File: src/sts_pkg.sv
// Shared types and constants for the scale tone sine sequencer.
package sts_pkg;

    typedef enum logic [1:0] {
        OP_WRITE = 2'd0,
        OP_START = 2'd1,
        OP_TICK  = 2'd2,
        OP_NONE  = 2'd3
    } opcode_t;

    typedef enum logic [1:0] {
        REG_BASE_STEP   = 2'd0,
        REG_AMPLITUDE   = 2'd1,
        REG_SAMPLES     = 2'd2,
        REG_NOTE_COUNT  = 2'd3
    } reg_index_t;

    localparam logic [31:0] BASE_STEP_RST  = 32'd42852282;
    localparam logic [14:0] AMPLITUDE_RST  = 15'd5000;
    localparam logic [19:0] SAMPLES_RST    = 20'd44100;
    localparam logic [6:0]  NOTE_COUNT_RST = 7'd0;

    localparam int RATIO_FRAC_BITS = 28;
    localparam logic [63:0] HALF_PI_Q30 = 64'd1686629713;
    localparam logic [14:0] FULL_SCALE  = 15'd32767;

    // controller to datapath
    typedef struct packed {
        logic load;
        logic rd;
        logic mul;
        logic scl;
        logic emit;
    } cmd_t;

    // datapath to controller
    typedef struct packed {
        logic tick_go;
        logic out_free;
    } status_t;

endpackage

File: src/sts_ctrl.sv
// Sequencing controller: input acceptance, datapath stage steps, output hand-off.
module sts_ctrl
(
    input  logic             clk,
    input  logic             rst_n,
    input  logic             in_valid,
    output logic             in_ready,
    input  sts_pkg::status_t status,
    output sts_pkg::cmd_t    cmd
);

    typedef enum logic [2:0] {
        S_IDLE,
        S_READ,
        S_MUL,
        S_SCALE,
        S_DONE
    } state_t;

    state_t state_reg;

    assign in_ready = (state_reg == S_IDLE);

    always_comb
    begin
        cmd      = '0;
        cmd.load = (state_reg == S_IDLE) && in_valid;
        cmd.rd   = (state_reg == S_READ);
        cmd.mul  = (state_reg == S_MUL);
        cmd.scl  = (state_reg == S_SCALE);
        cmd.emit = (state_reg == S_DONE) && status.out_free;
    end

    always_ff @(posedge clk or negedge rst_n)
    begin
        if (!rst_n)
        begin
            state_reg <= S_IDLE;
        end
        else
        begin
            case (state_reg)
                S_IDLE:
                begin
                    if (in_valid)
                    begin
                        state_reg <= status.tick_go ? S_READ : S_DONE;
                    end
                end
                S_READ:  state_reg <= S_MUL;
                S_MUL:   state_reg <= S_SCALE;
                S_SCALE: state_reg <= S_DONE;
                S_DONE:
                begin
                    if (status.out_free)
                    begin
                        state_reg <= S_IDLE;
                    end
                end
                default: state_reg <= S_IDLE;
            endcase
        end
    end

endmodule

File: config.mk
export PLATFORM = sky130hd
export DESIGN_NAME = sts_ctrl
export DESIGN_NICKNAME = d
export VERILOG_FILES = /design/src/sts_pkg.sv /design/src/sts_ctrl.sv
export SDC_FILE = /design/constraint.sdc
export NUM_CORES = 1
export LEC_CHECK = 0
export BUFFER_PORTS_ARGS = -buffer_cell sky130_fd_sc_hd__buf_2
export CORE_AREA = 2 2 39 41
export DETAILED_ROUTE_END_ITERATION = 10
export DIE_AREA = 0 0 41 43
export PLACE_DENSITY = 0.37
export SYNTH_ARGS = -nofsm -noshare
export SYNTH_HDL_FRONTEND = slang
export SYNTH_SLANG_ARGS = --single-unit
File: constraint.sdc
create_clock -name clk -period 1.45 [get_ports clk]
set_clock_uncertainty 0.05 [all_clocks]
set_input_delay 0 -clock clk [delete_from_list [all_inputs] [get_ports clk]]
set_output_delay 0 -clock clk [all_outputs]
set_load 0.005 [all_outputs]
==> results.md, run 1 <==
- Largest area contributor in the netlist: dfrtp_1
- Layout cell share with drive strength beyond 1: 0.500
- Area inside the core boundary: 0.00138 mm^2
- DR pass1 iterations: 2
- Detailed-route via count: around 190
- TritonCTS clock tree: done
- Most frequent cells in the layout: 10 x buf_2, 3 x clkbuf_4, 3 x dfrtp_1, 2 x nor3_1, 2 x nor3b_1
- Number of placement rows: 14
- Maximum net fanout on the critical path: 9
- Number of remaining DRC errors: 0
- CTS resizes: 0
- Hold bufs inserted after CTS: 1
- Flip-flop and latch count after synthesis: 3
- Worst Setup End Kind: register
- Nature of the critical path startpoint: register
- Number of setup buffers added after CTS: 0
- Number of global-route vias before repair: slightly above 200
- Post-Route Setup TNS: 0 ns
- Switching part of the total: 0.367
- Final hold viol count: 0
- Clock H-tree levels: 1
- Inserted Diodes: 0
- Latest clock arrival within the worst-skew pair: about 0.23 ns
- Post-Syn Area: 205 um^2
- Number of DRC markers in iteration 0: 5
- Fin crit period: 1.29 ns
- Maximum number of pins on one net before global-route repair: 10
- Drt total wl: between 400 and 500 um
- Number of port buffers: 10
- Upper clock frequency limit: roughly 770 MHz
- Worst supply voltage drop on vdd: ~0.4 mV
- Tightest slew margin relative to the limit: 0.821
- First-pass GRT wire length: 841 um
- Die area: ~0.0018 mm^2
- Number of distinct library cells after synthesis: 15
- Worst R2R Setup Slack: about 0.16 ns
- Leak: between 0.1 and 0.15 nW
- Final estimated routing congestion in global placement: approximately 0.62
- Classification of the worst-slack hold path: primary input to register
- Clock transition at the register clock pins on the worst setup and hold paths after CTS: about 0.040 ns
- Clock power share: 0.270
- Fill count: about 150
- Routed WL per cell: about 9.7 um
- Final setup violating endpoints: 0
- Number of nets in the finished design: 38
- Max FFs per register: 3
- Post-Synthesis Net Count: 25
- Synth top area share: 0.366
- Overall overflow remaining after global route: 0
- Comb power frac: 0.373
- Number of routed nets with antenna violations: 0
- Outcome: finished clean
- Die X-Extent: ~41 um
- Post-Synth XOR/XNOR Area: 0.0427
- Boundary pin count: 11
- Area share of and/or/nand/nor cells after synthesis: 0.384
- Setup slack at placement: 0.162 ns
- CP Data Required Time: 1.55 ns
- Largest cells by area after synthesis: dfrtp_1 37%, nor3b_1 7.3%, or4b_4 6.7%
- Synthesized area per cell: 10.3 um^2
- Max clock buf depth: 2
- Relative area change from synthesis to final layout: 41.5%
- Initial antenna violation count: 0
- Max-cap violations: 0
- Most common library cell in the layout ignoring fill and taps: buf_2
- Period utilization: 0.893
- Starting utilization of the core area: 0.148
- Pin slew with the least headroom to its limit: roughly 0.27 ns
- Critical Path AT: about 1.4 ns
- Gate Count Post-Synth: 20
- Power density relative to cell area: between 1500 and 2000 mW/mm^2
- Post-synthesis adder-cell area fraction: 0
- Setup repair after global routing missed its margin: no
- Mux cell area share after synthesis: 0
- GR Util All Layers: 0.0746
- Root buf cell: clkbuf_4
- Die height: around 43 um
- Number of slew-limit violations in the final report: 0
- Critical path start-end classification: register to register
- Core utilization of the finished layout: 0.210
- Synth Area in Compound Gates: 0.0854
- Switching Power: 203 uW
- Number of warnings printed during yosys synthesis: 0
- Power Internal: 351 uW
- Sequential share of the synthesized area: 0.366
- Clock sink count: 3
- Via-per-instance ratio: a little under 4
- Main combinational cell family by area after synthesis: simple AND/OR/NAND/NOR gates
- Total clock buffers created by CTS: 3
- Post-route setup slack: between 0.15 and 0.2 ns
- Final worst hold slack: about 0.03 ns
- Sequential share of power: 0.357
## synthesized netlist by cell type (all sizes together)
master / number
nor3b: 2
or4b: 2
dfrtp: 3
and2: 1
inv: 1
buf: 3
nor3: 2
nand3b: 1
a21oi: 1
nor2: 1
xnor2: 1
and4bb: 1
o211ai: 1
## layout make-up
cell class	instances	area (um^2)	share of cell area
Multi-Input combinational cell	13	105	0.362
Sequential cell	3	75.1	0.259
Timing Repair Buffer	11	60.1	0.207
Clock buffer	4	26.3	0.0905
Tap cell	16	20.0	0.0690
Inverter	1	3.75	0.0129
## power groups by stage
stage	registers, mW	clock network (mW)	logic [mW]
3_5_place_dp	0.197	0	0.205
6_report	0.197	0.149	0.207
3_3_place_gp	0.194	0	0.209
4_1_cts	0.196	0.160	0.211
5_1_grt	0.210	0.167	0.237
2_1_floorplan	0.128	0	0.227
## kinds of logic (layout without fill, tap and decap cells)
group | count (synthesis) | count (layout)
flip-flops | 3 | 3
AND/OR/NAND/NOR | 10 | 10
XOR/XNOR | 1 | 1
buffers and inverters | 4 | 16
AO/OA/AOI/OAI | 2 | 2
## metal layers
layer	track usage	share of wire
met5	0	0
met4	0.0200	0
met3	0.0681	0.13
met2	0.0875	0.35
met1	0.0977	0.52
## critical path: stages (launching register included)
cell and delay, ns:
dfrtp_1 0.45, or4b_4 0.57, o211ai_2 0.14
## final timing paths
check	startpoint	to	cells past startpoint
min	status[0]	state_reg[2]	3
max reg2reg	state_reg[0]	state_reg[2]	2
max	state_reg[0]	state_reg[2]	2
min reg2reg	state_reg[0]	state_reg[0]	1
min in group asynchronous	rst_n	state_reg[1]	2
max in group asynchronous	rst_n	state_reg[2]	2
## through the flow
step / std cells / area (um^2) / total power [mW]
2_1_floorplan: 20 / 205 / 0.355
3_3_place_gp: 43 / 254 / 0.404
3_5_place_dp: 43 / 254 / 0.402
4_1_cts: 48 / 290 / 0.567
5_1_grt: 48 / 290 / 0.613
6_report: 48 / 290 / 0.554
(Power assumes the default switching activity.)
==> run 2: changes to the inputs <==
--- a/config.mk
+++ b/config.mk
@@ -5,8 +5,10 @@
 export SDC_FILE = /design/constraint.sdc
 export NUM_CORES = 1
 export LEC_CHECK = 0
+export ABC_AREA = 1
 export BUFFER_PORTS_ARGS = -buffer_cell sky130_fd_sc_hd__buf_2
 export CORE_AREA = 2 2 39 41
+export CTS_CLUSTER_SIZE = 25
 export DETAILED_ROUTE_END_ITERATION = 10
 export DIE_AREA = 0 0 41 43
 export PLACE_DENSITY = 0.37
==> results.md, run 2 <==
- Critical Path AT: 1.16 ns (was 1.40 ns)
- Inserted Diodes: 0 (unchanged)
- Relative area change from synthesis to final layout: 55.7% (was 41.5%)
- Root buf cell: clkbuf_4 (unchanged)
- Layer with the highest usage after global routing: met2 (was met1)
- Number of setup buffers added after CTS: 0 (unchanged)
- Number of distinct library cells after synthesis: 13 (was 15)
- Comb power frac: 0.474 (was 0.373)
- Total clock buffers created by CTS: 3 (unchanged)
- FF+latch area: 75.1 um^2 (unchanged)
- Setup repair after global routing missed its margin: no (unchanged)
- Buffers and inverters on the worst path: 2 (was 0)
- Sequential share of the synthesized area: 0.359 (was 0.366)
- CP Data Required Time: 1.40 ns (was 1.55 ns)
- Proportion of synthesized flip-flops having asynchronous set or reset: 1.00 (unchanged)
- Number of port buffers: 10 (unchanged)
- Initial antenna violation count: 0 (unchanged)
- Largest area contributor in the netlist: dfrtp_1 (unchanged)
- Core utilization of the finished layout: 0.235 (was 0.210)
- Final estimated routing congestion in global placement: 0.650 (was 0.622)
- Classification of the worst-slack hold path: primary input to asynchronous set/reset pin (was primary input to register)
- Post-Syn Area: 209 um^2 (was 205 um^2)
- Number of placement rows: 14 (unchanged)
- Fill count: 161 (was 153)
- Routed WL per cell: 7.98 um (was 9.67 um)
- Post-Route Setup TNS: 0 ns (unchanged)
- Fin crit period: 1.21 ns (was 1.29 ns)
- GR Layer Usage met1: 0.0806 (was 0.0977)
- Most frequent cells in the layout: 10 x buf_2, 6 x inv_1, 5 x nand3_1, 4 x nand2_1 (was 10 x buf_2, 3 x clkbuf_4, 3 x dfrtp_1, 2 x nor3_1, 2 x nor3b_1)
- Drt total wl: 487 um (was 464 um)
- Post-Synthesis Net Count: 34 (was 25)
- Cells traversed along the worst timing path: inv_1, nor4_1, buf_2 (was or4b_4, o211ai_2)
- Switching Power: 262 uW (was 203 uW)
- Synth top area share: 0.359 (was 0.366)
- Gate Count Post-Synth: 29 (was 20)
- Layout cell share with drive strength beyond 1: 0.444 (was 0.500)
- Worst Setup End Kind: output port (was register)
- Outcome: finished clean (unchanged)
- Maximum number of pins on one net before global-route repair: 7 (was 10)
- TritonCTS clock tree: done (unchanged)
- Detailed-route via count: 236 (was 189)
- Hold bufs inserted after CTS: 2 (was 1)
- Sequential share of power: 0.286 (was 0.357)
- Starting utilization of the core area: 0.151 (was 0.148)
- Via-per-instance ratio: 3.87 (was 3.94)
- Maximum net fanout on the critical path: 6 (was 9)
- Flip-flop and latch count after synthesis: 3 (unchanged)
- Switching part of the total: 0.432 (was 0.367)
- Worst path top cell family by delay: flip-flops (was simple AND/OR/NAND/NOR gates)
- Overall overflow remaining after global route: 0 (unchanged)
- Die height: 43 um (unchanged)
- Upper clock frequency limit: 828 MHz (was 773 MHz)
- Met3 usage: 0.0628 (was 0.0681)
- Latest clock arrival within the worst-skew pair: 0.23 ns (about the same)
- Number of nets in the finished design: 51 (was 38)
- CTS resizes: 0 (unchanged)
- Area inside the core boundary: 0.00138 mm^2 (unchanged)
- Setup slack at placement: 0.337 ns (was 0.162 ns)
- Worst supply voltage drop on vdd: 0.424 mV (was 0.412 mV)
- Max FFs per register: 3 (unchanged)
- Post-route setup slack: 0.243 ns (was 0.156 ns)
- Period utilization: 0.833 (was 0.893)
- Die X-Extent: 41 um (unchanged)
- Clock sink count: 3 (unchanged)
- DR pass1 iterations: 2 (unchanged)
- Number of global-route vias before repair: 224 (was 203)
- Multi-input combinational cell area: 103 um^2 (was 105 um^2)
- Power Internal: 345 uW (was 351 uW)
- Slowest stage cell on the critical path: dfrtp_1 (was or4b_4)
- Post-synth top flop: dfrtp_1 (unchanged)
- Leading cell type by number of instances after synthesis: inv_1 (was dfrtp_1)
- Final hold viol count: 0 (unchanged)
- Met2 Track Usage GR: 0.106 (was 0.0875)
- Synthesized area per cell: 7.21 um^2 (was 10.3 um^2)
- Boundary pin count: 11 (unchanged)
- Number of DRC markers in iteration 0: 4 (was 5)
- Number of routed nets with antenna violations: 0 (unchanged)
- GR Util All Layers: 0.0774 (was 0.0746)
- Max clock buf depth: 2 (unchanged)
- Nature of the critical path startpoint: register (unchanged)
- Stage delay of the slowest cell on the critical path: 0.40 ns (was 0.57 ns)
- Tightest slew margin relative to the limit: 0.853 (was 0.821)
- Clock power share: 0.240 (was 0.270)
- Number of warnings printed during yosys synthesis: 0 (unchanged)
- Critical path start-end classification: register to output port (was register to register)
- Most common library cell in the layout ignoring fill and taps: buf_2 (unchanged)
- Final setup violating endpoints: 0 (unchanged)
- Number of slew-limit violations in the final report: 0 (unchanged)
- Max-cap violations: 0 (unchanged)
- Leak: 0.191 nW (was 0.146 nW)
- Die area: 0.00176 mm^2 (unchanged)
- Detailed-placement wirelength estimate: 404 um
- Power density relative to cell area: 1860 mW/mm^2 (was 1910 mW/mm^2)
- Largest cells by area after synthesis: dfrtp_1 36%, nand3_1 12%, inv_1 11% (was dfrtp_1 37%, nor3b_1 7.3%, or4b_4 6.7%)
- Most frequent cells after synthesis: 6 x inv_1, 5 x nand3_1, 4 x nand2_1, 3 x dfrtp_1 (was 3 x dfrtp_1, 2 x buf_2, 2 x nor3_1, 2 x nor3b_1)
- Number of synthesized flops with an enable pin: 0 (unchanged)
- Pin slew with the least headroom to its limit: 0.219 ns (was 0.268 ns)
- Clock H-tree levels: 1 (unchanged)
- First-pass GRT wire length: 876 um (was 841 um)
- Clock transition at the register clock pins on the worst setup and hold paths after CTS: 0.04 ns (about the same)
- Number of remaining DRC errors: 0 (unchanged)
## run 2: cell types whose count changed in the layout (fill, tap and decap cells not counted), moves of 2 or more
cell     previous run  this run
nand3_1             0         5
nand2_2             0         2
inv_1               1         6
nor3_1              2         0
nand2_1             0         4
nor3b_1             2         0
## run 2: final timing paths
| kind | cells after the start | start | slack, ns | to |
|---|---|---|---|---|
| max | 3 | state_reg[2] | 0.24 | cmd[0] |
| min | 2 | rst_n | 0.04 | state_reg[1] |
| max reg2reg | 4 | state_reg[0] | 0.32 | state_reg[2] |
| min reg2reg | 1 | state_reg[1] | 0.55 | state_reg[1] |
| max in group asynchronous | 2 | rst_n | 1.20 | state_reg[2] |
| min in group clk | 4 | status[0] | 0.07 | state_reg[2] |
## run 2: cell families (layout without fill, tap and decap cells)
group | Yosys count | count (layout) | synth area share
buffers and inverters | 8 | 24 | 0.150
flip-flops | 3 | 3 | 0.359
AND/OR/NAND/NOR | 16 | 16 | 0.425
AO/OA/AOI/OAI | 2 | 2 | 0.0659
## run 2: metal layers
metal / part of all wire / routed length, um / vias up
met4: 0 / 0 / 0
met2: 0.52 / 251 / 4
met1: 0.43 / 209 / 111
met5: 0 / 0 / -
met3: 0.053 / 26 / 0
li1: - / - / 121
## run 2: area by class of cell
class | instances | share of cell area
Multi-Input combinational cell | 18 | 0.315
Inverter | 8 | 0.0962
Tap cell | 16 | 0.0615
Clock buffer | 4 | 0.0808
Timing Repair Buffer | 12 | 0.215
Sequential cell | 3 | 0.231
## run 2: per-stage QoR
| step | total power, mW | instance area, um^2 | cells | hold WS, ns |
|---|---|---|---|---|
| after floorplan | 0.366 | 209 | 29 | -0.346 |
| after global placement | 0.468 | 279 | 55 | -0.250 |
| after detailed placement | 0.462 | 279 | 55 | -0.249 |
| after CTS | 0.624 | 325 | 61 | 0.0337 |
| after global routing | 0.682 | 325 | 61 | 0.0408 |
| final | 0.607 | 325 | 61 | 0.0432 |
## run 2: worst register-to-register path, cell delays in order (launching register included)
cell and delay, ns:
dfrtp_1 0.44, nor2_2 0.21, nand3_1 0.15, nand3_1 0.11
nand2_1 0.05
## run 2: power by group through the flow
stage	clock [mW]	combinational [mW]	sequential (mW)
after floorplan	0	0.200	0.166
after global placement	0	0.292	0.176
after detailed placement	0	0.288	0.174
after CTS	0.155	0.295	0.174
after global routing	0.171	0.331	0.180
final	0.146	0.287	0.173
==> run 3: changes to the inputs <==
--- a/config.mk
+++ b/config.mk
@@ -5,7 +5,7 @@
 export SDC_FILE = /design/constraint.sdc
 export NUM_CORES = 1
 export LEC_CHECK = 0
-export ABC_AREA = 1
+export ABC_AREA = 0
 export BUFFER_PORTS_ARGS = -buffer_cell sky130_fd_sc_hd__buf_2
 export CORE_AREA = 2 2 39 41
 export CTS_CLUSTER_SIZE = 25
==> constraint.sdc (replaced) <==
create_clock -name clk -period 1.2 [get_ports clk]
set_clock_uncertainty 0.05 [all_clocks]
set_input_delay 0 -clock clk [delete_from_list [all_inputs] [get_ports clk]]
set_output_delay 0 -clock clk [all_outputs]
set_load 0.005 [all_outputs]
==> results.md, run 3 (synthesis gave the netlist of run 1 again) <==
- Outcome: complete, but fails checks (was finished clean)
- Failing checks: setup timing
- First-pass GRT wire length: 1.00 mm (was 876 um)
- Final setup violating endpoints: 2 (was 0)
- Detailed-placement wirelength estimate: 426 um (was 404 um)
- Via-per-instance ratio: 3.98 (was 3.87)
- Max-cap violations: 0 (unchanged)
- Stage delay of the slowest cell on the critical path: 0.40 ns (about the same)
- Worst R2R Setup Slack: -0.02 ns (was 0.32 ns)
- GR Util All Layers: 0.0905 (was 0.0774)
- Worst Setup End Kind: output port (unchanged)
- Post-Route Setup TNS: -0.0443 ns (was 0 ns)
- Maximum number of pins on one net before global-route repair: 8 (was 7)
- Critical path start-end classification: register to output port (unchanged)
- Upper clock frequency limit: between 800 and 900 MHz
- TritonCTS clock tree: done (unchanged)
- Relative area change from synthesis to final layout: 80.5% (was 55.7%)
- Source of the critical timing path: state_reg[2] (unchanged)
- Number of routed nets with antenna violations: 0 (unchanged)
- Leak: 0.189 nW (was 0.191 nW)
- Number of nets in the finished design: 45 (was 51)
- Detailed-route via count: 219 (was 236)
- Final estimated routing congestion in global placement: 0.730 (was 0.650)
- Number of port buffers: 10 (unchanged)
- Latest clock arrival within the worst-skew pair: 0.23 ns (about the same)
- Most common library cell in the layout ignoring fill and taps: buf_2 (unchanged)
- Max FFs per register: 3 (unchanged)
- Number of global-route vias before repair: 231 (was 224)
- Cells traversed along the worst timing path: buf_6, nor3_4, and2_1, buf_2 (was inv_1, nor4_1, buf_2)
- Number of slew-limit violations in the final report: 0 (unchanged)
- Inserted Diodes: 0 (unchanged)
- Pin slew with the least headroom to its limit: 0.181 ns (was 0.219 ns)
- Final hold viol count: 0 (unchanged)
- Slowest stage cell on the critical path: dfrtp_1 (unchanged)
- Worst supply voltage drop on vdd: 0.650 mV (was 0.424 mV)
- Critical Path AT: 1.18 ns (was 1.16 ns)
- Most frequent cells in the layout: 10 x buf_2, 4 x buf_4, 3 x clkbuf_4, 3 x buf_6, 3 x dfrtp_1 (was 10 x buf_2, 6 x inv_1, 5 x nand3_1, 4 x nand2_1)
- Buffers and inverters on the worst path: 2 (unchanged)
- Clock H-tree levels: 1 (unchanged)
- Classification of the worst-slack hold path: primary input to asynchronous set/reset pin (unchanged)
- Total clock buffers created by CTS: 3 (unchanged)
- Number of remaining DRC errors: 0 (unchanged)
- Boundary pin count: 11 (unchanged)
- Worst path top cell family by delay: flip-flops (unchanged)
- Area inside the core boundary: 0.00138 mm^2 (unchanged)
- Setup repair after global routing missed its margin: yes (was no)
- Fin crit period: around 1.2 ns
- CP Data Required Time: 1.15 ns (was 1.40 ns)
- Nature of the critical path startpoint: register (unchanged)
- Clock sink count: 3 (unchanged)
- Maximum net fanout on the critical path: 4 (was 6)
- Period utilization: 1.02
- Routed WL per cell: 11.1 um (was 7.98 um)
- Max clock buf depth: 2 (unchanged)
- Starting utilization of the core area: 0.148 (was 0.151)
- Overall overflow remaining after global route: 0 (unchanged)
- Post-route setup slack: -0.0264 ns (was 0.243 ns)
- Die X-Extent: 41 um (unchanged)
- Core utilization of the finished layout: 0.268 (was 0.235)
- Initial antenna violation count: 0 (unchanged)
- Die area: 0.00176 mm^2 (unchanged)
- DR pass1 iterations: 3 (was 2)
- Die height: 43 um (unchanged)
- Layout cell share with drive strength beyond 1: 0.641 (was 0.444)
- Power density relative to cell area: 2400 mW/mm^2 (was 1860 mW/mm^2)
- Tightest slew margin relative to the limit: 0.879 (was 0.853)
- Source of the worst register-to-register timing path: state_reg[0] (unchanged)
- Number of DRC markers in iteration 0: 3 (was 4)
- Number of placement rows: 14 (unchanged)
- Root buf cell: clkbuf_4 (unchanged)
- Clock transition at the register clock pins on the worst setup and hold paths after CTS: 0.04 ns (about the same)
- Drt total wl: 613 um (was 487 um)
run 3: final timing paths:
check                      depth (start not counted)            to
max in group asynchronous                          2  state_reg[2]
max                                                4        cmd[4]
min reg2reg                                        2  state_reg[0]
min                                                2  state_reg[0]
min in group clk                                   3  state_reg[0]
max reg2reg                                        2  state_reg[2]
run 3: area by class of cell:
class	instances	area [um^2]
repair buffers	18	124
well taps	16	20.0
flip-flops and latches	3	75.1
inverters	1	3.75
multi-input cells	13	121
clock buffers	4	26.3
fillers	157	1010
run 3: stage by stage:
step | std cells | cell area (um^2) | setup WS [ns] | hold WS, ns | power (mW)
3_3_place_gp | 46 | 277 | 0.0274 | -0.250 | 0.561
3_5_place_dp | 46 | 277 | -0.00182 | -0.250 | 0.558
4_1_cts | 54 | 354 | -0.0364 | 0.0311 | 0.863
2_1_floorplan | 20 | 205 | -0.0563 | -0.346 | 0.429
5_1_grt | 55 | 370 | -0.0811 | 0.0424 | 0.967
6_report | 55 | 370 | -0.0264 | 0.0385 | 0.888
run 3: metal layers:
| layer | GRT usage | vias to the layer above | wire [um] |
|---|---|---|---|
| met3 | 0.0838 | 2 | 63 |
| met2 | 0.109 | 11 | 277 |
| li1 | - | 109 | - |
| met5 | 0 | - | 0 |
| met1 | 0.107 | 97 | 266 |
| met4 | 0.0400 | 0 | 4 |
run 3: power breakdown:
part | leakage [nW] | internal [mW] | switching (mW)
registers | 0.0383 | 0.145 | 0.0431
clock network | 0.0150 | 0.125 | 0.0551
logic | 0.136 | 0.305 | 0.215
run 3: repair_timing:
item                                    4_1_cts  5_1_grt
hold buffers                                  1        0
buffers inserted                              3        1
pin swaps                                     1        2
gates resized for setup                       4        2
endpoints found under the setup margin        5        6
endpoints found under the hold margin         3        0
